### src/sample_variance_engine_core_macros.svh
// Assertion macros for the sample variance engine.
// Defined empty when SYNTH is set; the bodies expect clk and rst_n in scope.
`ifndef SAMPLE_VARIANCE_ENGINE_CORE_MACROS_SVH
`define SAMPLE_VARIANCE_ENGINE_CORE_MACROS_SVH
`ifndef SYNTH
`define SVE_ASSERT_IMPL(label, ante, cons) \
    label: assert property (@(posedge clk) disable iff (!rst_n) (ante) |-> (cons)) \
        else $error("sve: same-cycle check failed");
`define SVE_ASSERT_NEXT(label, ante, cons) \
    label: assert property (@(posedge clk) disable iff (!rst_n) (ante) |=> (cons)) \
        else $error("sve: next-cycle check failed");
`else
`define SVE_ASSERT_IMPL(label, ante, cons)
`define SVE_ASSERT_NEXT(label, ante, cons)
`endif
`endif

### src/sve_pkg.sv
// Shared widths, status codes and divider request/response types
// for the sample variance engine. No dependencies.
package sve_pkg;

    localparam int MAX_SAMPLES = 65536;

    localparam int SMP_W     = 16;
    localparam int CNT_W     = 17;
    localparam int SUM_W     = 33;
    localparam int SSQ_W     = 47;
    localparam int MEAN_W    = 24;
    localparam int VAR_W     = 39;
    localparam int STATUS_W  = 2;
    localparam int MUL_W     = 32;
    localparam int PROD_W    = 2 * MUL_W;
    localparam int FRAC_W    = 8;
    localparam int DVD_W     = PROD_W + FRAC_W;
    localparam int DVS_W     = 32;
    localparam int DIV_CNT_W = $clog2(DVD_W + 1);

    localparam logic [CNT_W-1:0] MAX_CNT = CNT_W'(MAX_SAMPLES);
    localparam logic [CNT_W-1:0] MIN_CNT = CNT_W'(2);

    localparam logic [STATUS_W-1:0] STATUS_OK    = 2'd0;
    localparam logic [STATUS_W-1:0] STATUS_SHORT = 2'd1;
    localparam logic [STATUS_W-1:0] STATUS_OVER  = 2'd2;

    typedef struct packed {
        logic             go;
        logic [DVD_W-1:0] dividend;
        logic [DVS_W-1:0] divisor;
    } div_req_t;

    typedef struct packed {
        logic             done;
        logic             rem_nz;
        logic [VAR_W-1:0] quotient;
    } div_rsp_t;

endpackage

### src/sve_mul.sv
// Shared 32x32 unsigned multiplier with a registered product.
// Depends on sve_pkg for widths.
module sve_mul (
    input  logic                        clk,
    input  logic [sve_pkg::MUL_W-1:0]   op_a,
    input  logic [sve_pkg::MUL_W-1:0]   op_b,
    output logic [sve_pkg::PROD_W-1:0]  prod
);

    logic [sve_pkg::PROD_W-1:0] prod_reg;
    logic [sve_pkg::PROD_W-1:0] prod_next;

    always_comb
    begin
        prod_next = {{sve_pkg::MUL_W{1'b0}}, op_a} * {{sve_pkg::MUL_W{1'b0}}, op_b};
    end

    always_ff @(posedge clk)
    begin
        prod_reg <= prod_next;
    end

    assign prod = prod_reg;

endmodule

### src/sve_div.sv
// Restoring radix-2 divider, one quotient bit per cycle, shared by the
// mean and variance divisions. Depends on sve_pkg for widths and types.
module sve_div (
    input  logic              clk,
    input  logic              rst_n,
    input  sve_pkg::div_req_t req,
    output sve_pkg::div_rsp_t rsp
);

    logic                          busy_reg, busy_next;
    logic                          done_reg, done_next;
    logic [sve_pkg::DIV_CNT_W-1:0] cnt_reg, cnt_next;
    logic [sve_pkg::DVS_W-1:0]     rem_reg, rem_next;
    logic [sve_pkg::DVD_W-1:0]     dvd_reg, dvd_next;
    logic [sve_pkg::VAR_W-1:0]     quo_reg, quo_next;
    logic [sve_pkg::DVS_W-1:0]     dvs_reg, dvs_next;
    logic [sve_pkg::DVS_W:0]       rem_sh;
    logic [sve_pkg::DVS_W:0]       rem_diff;
    logic                          fits;

    always_comb
    begin
        rem_sh   = {rem_reg, dvd_reg[sve_pkg::DVD_W-1]};
        rem_diff = rem_sh - {1'b0, dvs_reg};
        fits     = (rem_sh >= {1'b0, dvs_reg});

        busy_next = busy_reg;
        done_next = 1'b0;
        cnt_next  = cnt_reg;
        rem_next  = rem_reg;
        dvd_next  = dvd_reg;
        quo_next  = quo_reg;
        dvs_next  = dvs_reg;

        if (req.go)
        begin
            busy_next = 1'b1;
            cnt_next  = sve_pkg::DIV_CNT_W'(sve_pkg::DVD_W);
            rem_next  = '0;
            dvd_next  = req.dividend;
            quo_next  = '0;
            dvs_next  = req.divisor;
        end
        else if (busy_reg)
        begin
            // shift in one dividend bit, subtract when the divisor fits
            rem_next = fits ? rem_diff[sve_pkg::DVS_W-1:0] : rem_sh[sve_pkg::DVS_W-1:0];
            quo_next = {quo_reg[sve_pkg::VAR_W-2:0], fits};
            dvd_next = {dvd_reg[sve_pkg::DVD_W-2:0], 1'b0};
            cnt_next = cnt_reg - sve_pkg::DIV_CNT_W'(1);
            if (cnt_reg == sve_pkg::DIV_CNT_W'(1))
            begin
                busy_next = 1'b0;
                done_next = 1'b1;
            end
        end
    end

    always_ff @(posedge clk or negedge rst_n)
    begin
        if (!rst_n)
        begin
            busy_reg <= 1'b0;
            done_reg <= 1'b0;
            cnt_reg  <= '0;
        end
        else
        begin
            busy_reg <= busy_next;
            done_reg <= done_next;
            cnt_reg  <= cnt_next;
        end
    end

    always_ff @(posedge clk)
    begin
        rem_reg <= rem_next;
        dvd_reg <= dvd_next;
        quo_reg <= quo_next;
        dvs_reg <= dvs_next;
    end

    assign rsp.done     = done_reg;
    assign rsp.rem_nz   = |rem_reg;
    assign rsp.quotient = quo_reg;

endmodule

### src/sample_variance_engine_core.sv
// Top level of the sample variance engine: sequencer, accumulators, result register.
// Depends on sve_pkg, sve_mul, sve_div and sample_variance_engine_core_macros.svh.
//
// A sample request is taken when start is high and busy is low. Every sample
// occupies the block through ST_SQ and ST_SQADD (a square through the shared
// 32x32 multiplier, then its accumulation). A marked sample that ends a valid
// batch adds ST_CHK, four multiplier passes that build n*S2 - S1^2 and n*(n-1),
// then two runs of the shared 72-step bit-serial divider, each after its start
// state, once for the mean and once for the variance. A batch that ends in an
// error status adds only ST_CHK, which registers its result. The result shows
// on mean_q8, variance_q8 and status in the one cycle in which done is high;
// mean_q8 may change before the next done, so it is not held for the receiver,
// which must take it then. Accumulators clear after every result.
`include "sample_variance_engine_core_macros.svh"
module sample_variance_engine_core (
    input  logic                                clk,
    input  logic                                rst_n,
    input  logic                                start,
    input  logic signed [sve_pkg::SMP_W-1:0]    sample,
    input  logic                                last_sample,
    output logic                                busy,
    output logic                                done,
    output logic signed [sve_pkg::MEAN_W-1:0]   mean_q8,
    output logic [sve_pkg::VAR_W-1:0]           variance_q8,
    output logic [sve_pkg::STATUS_W-1:0]        status
);

    localparam logic [3:0] ST_IDLE   = 4'd0;
    localparam logic [3:0] ST_SQ     = 4'd1;
    localparam logic [3:0] ST_SQADD  = 4'd2;
    localparam logic [3:0] ST_CHK    = 4'd3;
    localparam logic [3:0] ST_P0     = 4'd4;
    localparam logic [3:0] ST_P1     = 4'd5;
    localparam logic [3:0] ST_P2     = 4'd6;
    localparam logic [3:0] ST_P3     = 4'd7;
    localparam logic [3:0] ST_P4     = 4'd8;
    localparam logic [3:0] ST_MSTART = 4'd9;
    localparam logic [3:0] ST_MWAIT  = 4'd10;
    localparam logic [3:0] ST_VSTART = 4'd11;
    localparam logic [3:0] ST_VWAIT  = 4'd12;

    logic [3:0]                     state_reg, state_next;
    logic [sve_pkg::CNT_W-1:0]      count_reg, count_next;
    logic [sve_pkg::SUM_W-1:0]      sum_reg, sum_next;
    logic [sve_pkg::SSQ_W-1:0]      ssq_reg, ssq_next;
    logic                           ovf_reg, ovf_next;
    logic                           last_reg, last_next;
    logic                           acc_en_reg, acc_en_next;
    logic [sve_pkg::MUL_W-1:0]      op_a_reg, op_a_next;
    logic [sve_pkg::MUL_W-1:0]      op_b_reg, op_b_next;
    logic [sve_pkg::PROD_W-1:0]     acc_reg, acc_next;
    logic [sve_pkg::DVS_W-1:0]      den_reg, den_next;
    logic                           done_reg, done_next;
    logic [sve_pkg::MEAN_W-1:0]     mean_reg, mean_next;
    logic [sve_pkg::VAR_W-1:0]      var_reg, var_next;
    logic [sve_pkg::STATUS_W-1:0]   status_reg, status_next;

    logic [sve_pkg::PROD_W-1:0]     prod;
    logic [sve_pkg::SMP_W-1:0]      smp_mag;
    logic [sve_pkg::SUM_W-1:0]      sum_abs;
    logic [sve_pkg::MUL_W-1:0]      sum_mag;
    logic                           sum_neg;
    logic [sve_pkg::MEAN_W-1:0]     mean_up;
    sve_pkg::div_req_t              div_req;
    sve_pkg::div_rsp_t              div_rsp;

    sve_mul u_mul (
        .clk  (clk),
        .op_a (op_a_reg),
        .op_b (op_b_reg),
        .prod (prod)
    );

    sve_div u_div (
        .clk   (clk),
        .rst_n (rst_n),
        .req   (div_req),
        .rsp   (div_rsp)
    );

    always_comb
    begin
        smp_mag = sample[sve_pkg::SMP_W-1] ? sve_pkg::SMP_W'(-sample) : sve_pkg::SMP_W'(sample);
        sum_neg = sum_reg[sve_pkg::SUM_W-1];
        sum_abs = sum_neg ? (~sum_reg + sve_pkg::SUM_W'(1)) : sum_reg;
        sum_mag = sum_abs[sve_pkg::MUL_W-1:0];
        mean_up = div_rsp.quotient[sve_pkg::MEAN_W-1:0]
                  + {{(sve_pkg::MEAN_W-1){1'b0}}, div_rsp.rem_nz};

        state_next  = state_reg;
        count_next  = count_reg;
        sum_next    = sum_reg;
        ssq_next    = ssq_reg;
        ovf_next    = ovf_reg;
        last_next   = last_reg;
        acc_en_next = acc_en_reg;
        op_a_next   = op_a_reg;
        op_b_next   = op_b_reg;
        acc_next    = acc_reg;
        den_next    = den_reg;
        done_next   = 1'b0;
        mean_next   = mean_reg;
        var_next    = var_reg;
        status_next = status_reg;

        div_req.go       = 1'b0;
        div_req.dividend = {acc_reg, {sve_pkg::FRAC_W{1'b0}}};
        div_req.divisor  = den_reg;

        unique case (state_reg)
            ST_IDLE:
            begin
                if (start)
                begin
                    last_next = last_sample;
                    if (count_reg < sve_pkg::MAX_CNT)
                    begin
                        acc_en_next = 1'b1;
                        count_next  = count_reg + sve_pkg::CNT_W'(1);
                        sum_next    = sum_reg
                                      + {{(sve_pkg::SUM_W-sve_pkg::SMP_W){sample[sve_pkg::SMP_W-1]}},
                                         sample};
                        op_a_next   = {{(sve_pkg::MUL_W-sve_pkg::SMP_W){1'b0}}, smp_mag};
                        op_b_next   = {{(sve_pkg::MUL_W-sve_pkg::SMP_W){1'b0}}, smp_mag};
                    end
                    else
                    begin
                        // batch full: drop the sample, remember the overflow
                        acc_en_next = 1'b0;
                        ovf_next    = 1'b1;
                    end
                    state_next = ST_SQ;
                end
            end
            ST_SQ:
            begin
                state_next = ST_SQADD;
            end
            ST_SQADD:
            begin
                if (acc_en_reg)
                begin
                    ssq_next = ssq_reg + prod[sve_pkg::SSQ_W-1:0];
                end
                state_next = last_reg ? ST_CHK : ST_IDLE;
            end
            ST_CHK:
            begin
                if (ovf_reg || (count_reg < sve_pkg::MIN_CNT))
                begin
                    done_next   = 1'b1;
                    mean_next   = '0;
                    var_next    = '0;
                    status_next = ovf_reg ? sve_pkg::STATUS_OVER : sve_pkg::STATUS_SHORT;
                    count_next  = '0;
                    sum_next    = '0;
                    ssq_next    = '0;
                    ovf_next    = 1'b0;
                    state_next  = ST_IDLE;
                end
                else
                begin
                    op_a_next  = {{(sve_pkg::MUL_W-sve_pkg::CNT_W){1'b0}}, count_reg};
                    op_b_next  = ssq_reg[sve_pkg::MUL_W-1:0];
                    state_next = ST_P0;
                end
            end
            ST_P0:
            begin
                op_b_next  = {{(2*sve_pkg::MUL_W-sve_pkg::SSQ_W){1'b0}},
                              ssq_reg[sve_pkg::SSQ_W-1:sve_pkg::MUL_W]};
                state_next = ST_P1;
            end
            ST_P1:
            begin
                acc_next   = prod;
                op_a_next  = sum_mag;
                op_b_next  = sum_mag;
                state_next = ST_P2;
            end
            ST_P2:
            begin
                acc_next   = acc_reg + {prod[sve_pkg::MUL_W-1:0], {sve_pkg::MUL_W{1'b0}}};
                op_a_next  = {{(sve_pkg::MUL_W-sve_pkg::CNT_W){1'b0}}, count_reg};
                op_b_next  = {{(sve_pkg::MUL_W-sve_pkg::CNT_W){1'b0}},
                              count_reg - sve_pkg::CNT_W'(1)};
                state_next = ST_P3;
            end
            ST_P3:
            begin
                acc_next   = acc_reg - prod;
                state_next = ST_P4;
            end
            ST_P4:
            begin
                den_next   = prod[sve_pkg::DVS_W-1:0];
                state_next = ST_MSTART;
            end
            ST_MSTART:
            begin
                div_req.go       = 1'b1;
                div_req.dividend = {{(sve_pkg::DVD_W-sve_pkg::MUL_W-sve_pkg::FRAC_W){1'b0}},
                                    sum_mag, {sve_pkg::FRAC_W{1'b0}}};
                div_req.divisor  = {{(sve_pkg::DVS_W-sve_pkg::CNT_W){1'b0}}, count_reg};
                state_next       = ST_MWAIT;
            end
            ST_MWAIT:
            begin
                if (div_rsp.done)
                begin
                    // floor of a negative quotient: negate magnitude rounded up
                    mean_next  = sum_neg ? (sve_pkg::MEAN_W'(0) - mean_up)
                                         : div_rsp.quotient[sve_pkg::MEAN_W-1:0];
                    state_next = ST_VSTART;
                end
            end
            ST_VSTART:
            begin
                div_req.go = 1'b1;
                state_next = ST_VWAIT;
            end
            ST_VWAIT:
            begin
                if (div_rsp.done)
                begin
                    done_next   = 1'b1;
                    var_next    = div_rsp.quotient;
                    status_next = sve_pkg::STATUS_OK;
                    count_next  = '0;
                    sum_next    = '0;
                    ssq_next    = '0;
                    ovf_next    = 1'b0;
                    state_next  = ST_IDLE;
                end
            end
            default:
            begin
                state_next = ST_IDLE;
            end
        endcase
    end

    always_ff @(posedge clk or negedge rst_n)
    begin
        if (!rst_n)
        begin
            state_reg <= ST_IDLE;
            count_reg <= '0;
            sum_reg   <= '0;
            ssq_reg   <= '0;
            ovf_reg   <= 1'b0;
            done_reg  <= 1'b0;
        end
        else
        begin
            state_reg <= state_next;
            count_reg <= count_next;
            sum_reg   <= sum_next;
            ssq_reg   <= ssq_next;
            ovf_reg   <= ovf_next;
            done_reg  <= done_next;
        end
    end

    always_ff @(posedge clk)
    begin
        last_reg   <= last_next;
        acc_en_reg <= acc_en_next;
        op_a_reg   <= op_a_next;
        op_b_reg   <= op_b_next;
        acc_reg    <= acc_next;
        den_reg    <= den_next;
        mean_reg   <= mean_next;
        var_reg    <= var_next;
        status_reg <= status_next;
    end

    assign busy        = (state_reg != ST_IDLE);
    assign done        = done_reg;
    assign mean_q8     = mean_reg;
    assign variance_q8 = var_reg;
    assign status      = status_reg;

    `SVE_ASSERT_IMPL(a_done_idle, done, !busy)
    `SVE_ASSERT_IMPL(a_err_zero, done && (status != sve_pkg::STATUS_OK),
                     (mean_q8 == '0) && (variance_q8 == '0))
    `SVE_ASSERT_NEXT(a_accept_no_done, start && !busy, !done)
    `SVE_ASSERT_IMPL(a_div_wait, div_rsp.done, (state_reg == ST_MWAIT) || (state_reg == ST_VWAIT))

endmodule

### config.mk
export PLATFORM = sky130hd
export DESIGN_NAME = sample_variance_engine_core
export DESIGN_NICKNAME = d
export VERILOG_FILES = /design/src/sve_pkg.sv /design/src/sve_mul.sv /design/src/sve_div.sv /design/src/sample_variance_engine_core.sv
export VERILOG_INCLUDE_DIRS = /design/src /design/src/src
export SDC_FILE = /design/constraint.sdc
export NUM_CORES = 2
export LEC_CHECK = 0
export CORE_UTILIZATION = 50
export CTS_BUF_LIST = sky130_fd_sc_hd__clkbuf_16
export DETAILED_ROUTE_END_ITERATION = 16
export DONT_BUFFER_PORTS = 1
export HOLD_SLACK_MARGIN = 0.06
export PLACE_DENSITY = 0.67
export SYNTH_ARGS = -nofsm -noshare
export SYNTH_HDL_FRONTEND = slang
export SYNTH_SLANG_ARGS = --single-unit
### constraint.sdc
create_clock -name clk -period 13.3 [get_ports clk]
set_input_delay 1.33 -clock clk [delete_from_list [all_inputs] [get_ports clk]]
set_output_delay 1.33 -clock clk [all_outputs]
set_load 0.02 [all_outputs]
# --- Word level (Yosys, flattened, before mapping) ---
# Cells that the tools add are included.
op_classes:
  add_sub_neg: 12
  n_mul: 1
  magnitude_cmp: 3
  n_eq_ne: 21
  n_mux: 62
  bitwise_logic: 1
  n_reduce_logical: 22
op_table:
  columns: ["operator", "count"]
  rows:
  - ["$mux W32", 6]
  - ["$pmux W64 S3", 1]
  - ["$pmux W32 S5", 1]
  - ["$mux W72", 2]
  - ["$mux W47", 3]
  - ["$pmux W47 S3", 1]
  - ["$mux W33", 4]
  - ["$pmux W32 S4", 1]
  - ["$mux W104", 1]
  - ["$pmux W33 S3", 1]
  - ["$mux W39", 2]
  - ["$pmux W39 S2", 1]
  - ["$mux W24", 3]
  - ["$mux W17", 4]
  - ["$add A64 B64 Y64", 1]
  - ["$mul A32 B32 Y64", 1]
  - ["$sub A64 B64 Y64", 1]
  - ["$pmux W4 S13", 1]
  - ["$pmux W17 S3", 1]
  - ["$pmux W24 S2", 1]
  - ["$add A47 B47 Y47", 1]
  - ["$add A33 B33 Y33", 1]
  - ["$ge A33 B32 Y1", 1]
  - ["$add A32 B1 Y32 const B", 1]
  - ["38 further kinds", 81]
totals:
  regBits: 578
  in_bits: 20
  out_inout_bits: 67
  wordCells: 146

# --- Logic depth before layout (Yosys ltp) ---
depth:
  ltp_word: 6
  ltp_mapped: 31
  ltp_nobuf: 29

# --- By module ---
# From an unflattened synthesis, not the netlist that was laid out.
unflattened:
  cells_unflattened: 7476
  area_unflattened_um2: 69349.0
by_module_without_submodules:
  columns: ["mod", "instances", "cells_each", "area_per_inst_um2", "seq_area_each_um2"]
  rows:
  - ["sve_mul", 1, 3742, 34466.8, 1281.2]
  - ["sample_variance_engine_core", 1, 2920, 25739.7, 9394.0]
  - ["sve_div", 1, 814, 9142.5, 4769.6]

# --- Worst setup path after synthesis ---
# OpenSTA, ideal clock, no wires.
synth_path:
  path_type: "reg2reg"
  start: "register op_a_reg[20] (netlist name)"
  end: "register u_mul.prod_reg, in the netlist u_mul.prod[58]"
  setup_time_ps: 121
  t_arrival_ps: 7717
  required_ps: 13179
  path_slack_ps: 5462
  stages_incl_launch_ff: 28
  n_path_buf: 2
  period_less_slack_ps: 7838
  cell_sequence: "edfxtp_1 > clkbuf_1 > and2_1 > fa_1 > inv_1 > fa_1 > fa_1 > fa_1 > inv_1 > fa_1 > fa_1 > fa_1 > inv_1 > fa_1 > inv_1 > ha_1 > clkbuf_1 > nand3_1 > or4_1 > o21bai_1 > a22oi_1 > and3_1 > o31ai_2 > a41oi_1 > o21a_1 > o31ai_1 > a21oi_1 > xnor2_1"
synth_between:
  elab_chain_len: 1
synth_lines:
  columns: ["item", "line", "text"]
  rows:
  - ["from (decl)", "sample_variance_engine_core.sv:49", "logic [sve_pkg::MUL_W-1:0] op_a_reg, op_a_next;"]
  - ["from (signal assigned)", "sample_variance_engine_core.sv:269", "op_a_reg <= op_a_next;"]
  - ["$mul A32 B32 Y64", "sve_mul.sv:15", "prod_next = {{sve_pkg::MUL_W{1'b0}}, op_a} * {{sve_pkg::MUL_W{1'b0}}, op_b};"]
  - ["via u_mul.prod_next, one bit", "sve_mul.sv:11", "logic [sve_pkg::PROD_W-1:0] prod_next;"]
  - ["to (signal assigned)", "sve_mul.sv:20", "prod_reg <= prod_next;"]
  - ["to (decl)", "sve_mul.sv:10", "logic [sve_pkg::PROD_W-1:0] prod_reg;"]
# The timed path passes the listed nets, and every way through them passes these cells.
# A chain may end at the register's enable or synchronous reset.

# --- Final worst setup path ---
layout_path:
  start: "register op_a_reg[19] (netlist name)"
  end: "register u_mul.prod_reg, in the netlist u_mul.prod[58]"
# Same word-level chain as after synthesis.

==> summary.md <==
| Metric | Value |
|---|---|
| Setup Buffers After CTS | `0` |
| Post-synth cell types | `77` |
| GP Congestion | `0.949` |
| Cts repair resizes | `0` |
| Most common cell in the synthesized netlist | `inv_1` |
| WP data arrival | `9.58 ns` |
| Synthesized area | `0.0683 mm^2` |
| Num Clock Sinks | `570` |
| Synth top area share | `0.264` |
| Antenna-violating nets left | `0` |
| CTS buffer count | `68` |
| GRT overflow | `0` |
| Largest cells by area after synthesis | `fa_1 (26%), edfxtp_1 (14%), ha_1 (9.1%), and2_1 (6.0%), inv_1 (5.9%)` |
| Final setup TNS | `0 ns` |
| Post-synth EDFFs | `323` |
| Hold Fails Final Rpt | `0` |
| CP Data Required Time | `13.81 ns` |
| Remaining DRCs | `0` |
| Initial Util | `0.504` |
| CP startpoint kind | `flip-flop` |
| Die footprint | `0.138 mm^2` |
| RR Endpoint | `u_mul.prod[58]` |
| Synth top cells by count | `inv_1 (1075), fa_1 (901), nand2_1 (781), and2_1 (651), ha_1 (498)` |
| Area growth syn-to-layout | `5.56%` |
| Crit path capture type | `flip-flop` |
| IO Count | `87` |
| Most used cell along the critical path | `fa_1` |
| Total number of vias | `52800` |
| Pre-antenna DRT Iters | `8` |
| Register bit count reported by yosys | `570` |
| Worst-Margin Slew | `1.38 ns` |
| Initial antenna violation count | `7` |
| CTS Hold Buffers Added | `0` |
| Leading area contributor after synthesis | `fa_1` |
| Max FO, Critical Path | `32` |
| Core Box Area | `0.135 mm^2` |
| Initial drt markers | `4544` |
| RSZ-0062 raised after global routing | `no` |
| # nets final | `8562` |
| Mapped Cells | `7385` |
| Worst hold path type | `primary input to async pin` |
| Ant. Diodes | `0` |
| Multi-input gate area | `0.0477 mm^2` |
| Number of fill cells | `12400` |
| R2R depth | `25` |
| Die extent in y | `372 um` |
| Slowest-stage cell, CP | `edfxtp_1` |
| Clock-pin transition on the worst setup and hold timing paths | `0.06 ns` |
| Setup Skew | `0.0316 ns` |
| F_max | `110 MHz` |
| Largest stage delay on the critical path | `1.25 ns` |
| First-pass GRT wire length | `318000 um` |
| Wirelength, routed | `204000 um` |
| Status | `finished clean` |
| Sequential fraction of the synthesis area | `0.223` |
| Reg-to-reg slack, setup | `4.23 ns` |
| Row count | `135` |
| Post-DP HPWL | `152000 um` |
| Post-synth ARST share | `0.196` |
| Slew headroom | `0.0821` |
| Share of layout cells above drive strength 1 | `0.0341` |
| Largest net degree at the start of global routing | `113` |
| Max clock buf depth | `3` |
| Clk Latency, worst-skew pair | `0.65 ns` |
| GRT Total Usage | `0.300` |
| Crit share post-route | `0.682` |
| Tmin final | `9.07 ns` |
| Post-synth top flop | `edfxtp_1` |
| MaxCap Viol Count | `0` |
| Vias in the first global route | `54300` |
| H-tree depth | `3` |
| Register area | `0.0152 mm^2` |
| Drt wl/cell | `22.7 um` |
| CTS root buf | `clkbuf_16` |
| Count of pins over their slew limit | `0` |
| Synth warn | `0` |
| Number of vias per cell | `5.89` |
| Port Buffers | `0` |
| Avg Inst Size Synth | `9.25 um^2` |
| Worst setup path category | `flip-flop to flip-flop` |
| Setup violators final | `0` |
| RR Startpoint | `op_a_reg[19]` |
| Syn_nets | `8804` |
| CTS tree | `yes` |
| Die Wd | `372 um` |
[metrics by stage]
stage / instances / util / cell area, um^2 / setup WS [ns] / hold slack, ns
2_1_floorplan: 7385 / - / 68300 / 5.46 / 0.452
3_3_place_gp: 8854 / 0.515 / 69800 / 4.34 / 0.472
3_5_place_dp: 8854 / 0.515 / 69800 / 4.32 / 0.480
4_1_cts: 8976 / 0.532 / 72100 / 4.26 / 0.349
5_1_grt: 8976 / 0.532 / 72100 / 3.76 / 0.364
6_report: 8976 / 0.532 / 72100 / 4.23 / 0.396
[worst max path at each step]
stage,start,endpoint,slack (ns)
final,op_a_reg[19],u_mul.prod[58],4.23
after global routing,op_a_reg[19],u_mul.prod[58],3.76
after CTS,op_a_reg[19],u_mul.prod[58],4.26
after detailed placement,op_a_reg[19],u_mul.prod[58],4.32
after global placement,op_a_reg[19],u_mul.prod[58],4.34
after floorplan,op_a_reg[20],u_mul.prod[58],5.46
[metal layers]
metal | up-vias | part of all wire | global-route usage
met5 | - | 0.000088 | 0
met4 | 4 | 0.041 | 0.114
met3 | 398 | 0.085 | 0.0515
met2 | 2145 | 0.46 | 0.481
met1 | 26600 | 0.42 | 0.406
li1 | 23700 | - | -
[area by class of cell]
cell class | instances | area share
Multi-Input combinational cell | 5342 | 0.661
Sequential cell | 570 | 0.211
Inverter | 1076 | 0.0560
Tap cell | 1781 | 0.0309
Clock buffer | 70 | 0.0243
Timing Repair Buffer | 85 | 0.00885
Clock inverter | 52 | 0.00769
[critical path, delay by kind of cell (launching register included)]
family                     cells  cell delay, ns
DFF                            1            1.25
buffers and inverters          4            0.22
and+or+nand+nor                4            1.40
AOI/OAI and AO/OA              7            1.70
adders and majority gates      9            4.25
xor gates and xnor gates       1            0.14
[cell families (layout without fill, tap and decap cells)]
group                      Yosys count  after routing  synth area share
xor gates and xnor gates           338            338            0.0433
AOI/OAI and AO/OA                 1374           1374             0.129
DFF                                570            570             0.223
and+or+nand+nor                   2148           2148             0.156
buffers and inverters             1473           1283            0.0810
adders and majority gates         1399           1399             0.355
muxes                               83             83            0.0122
[placed cells by master, fill, tap and decap left out, types with 62 or more instances in the layout]
cell	count
dfxtp_1	135
edfxtp_1	323
nand3_1	69
nor2_1	292
nor3_1	62
inv_1	1084
o21ai_0	364
a21o_1	189
a21oi_1	330
xnor2_1	165
xor2_1	173
buf_4	85
a22oi_1	65
mux2i_1	82
and2_1	651
nand2_1	779
dfrtp_1	110
fa_1	901
clkbuf_16	70
ha_1	498
nand4_1	63
Power is left out: the tool's default activity adds up to more than one toggle a clock period on the data nets, which glitch-free logic cannot reach.
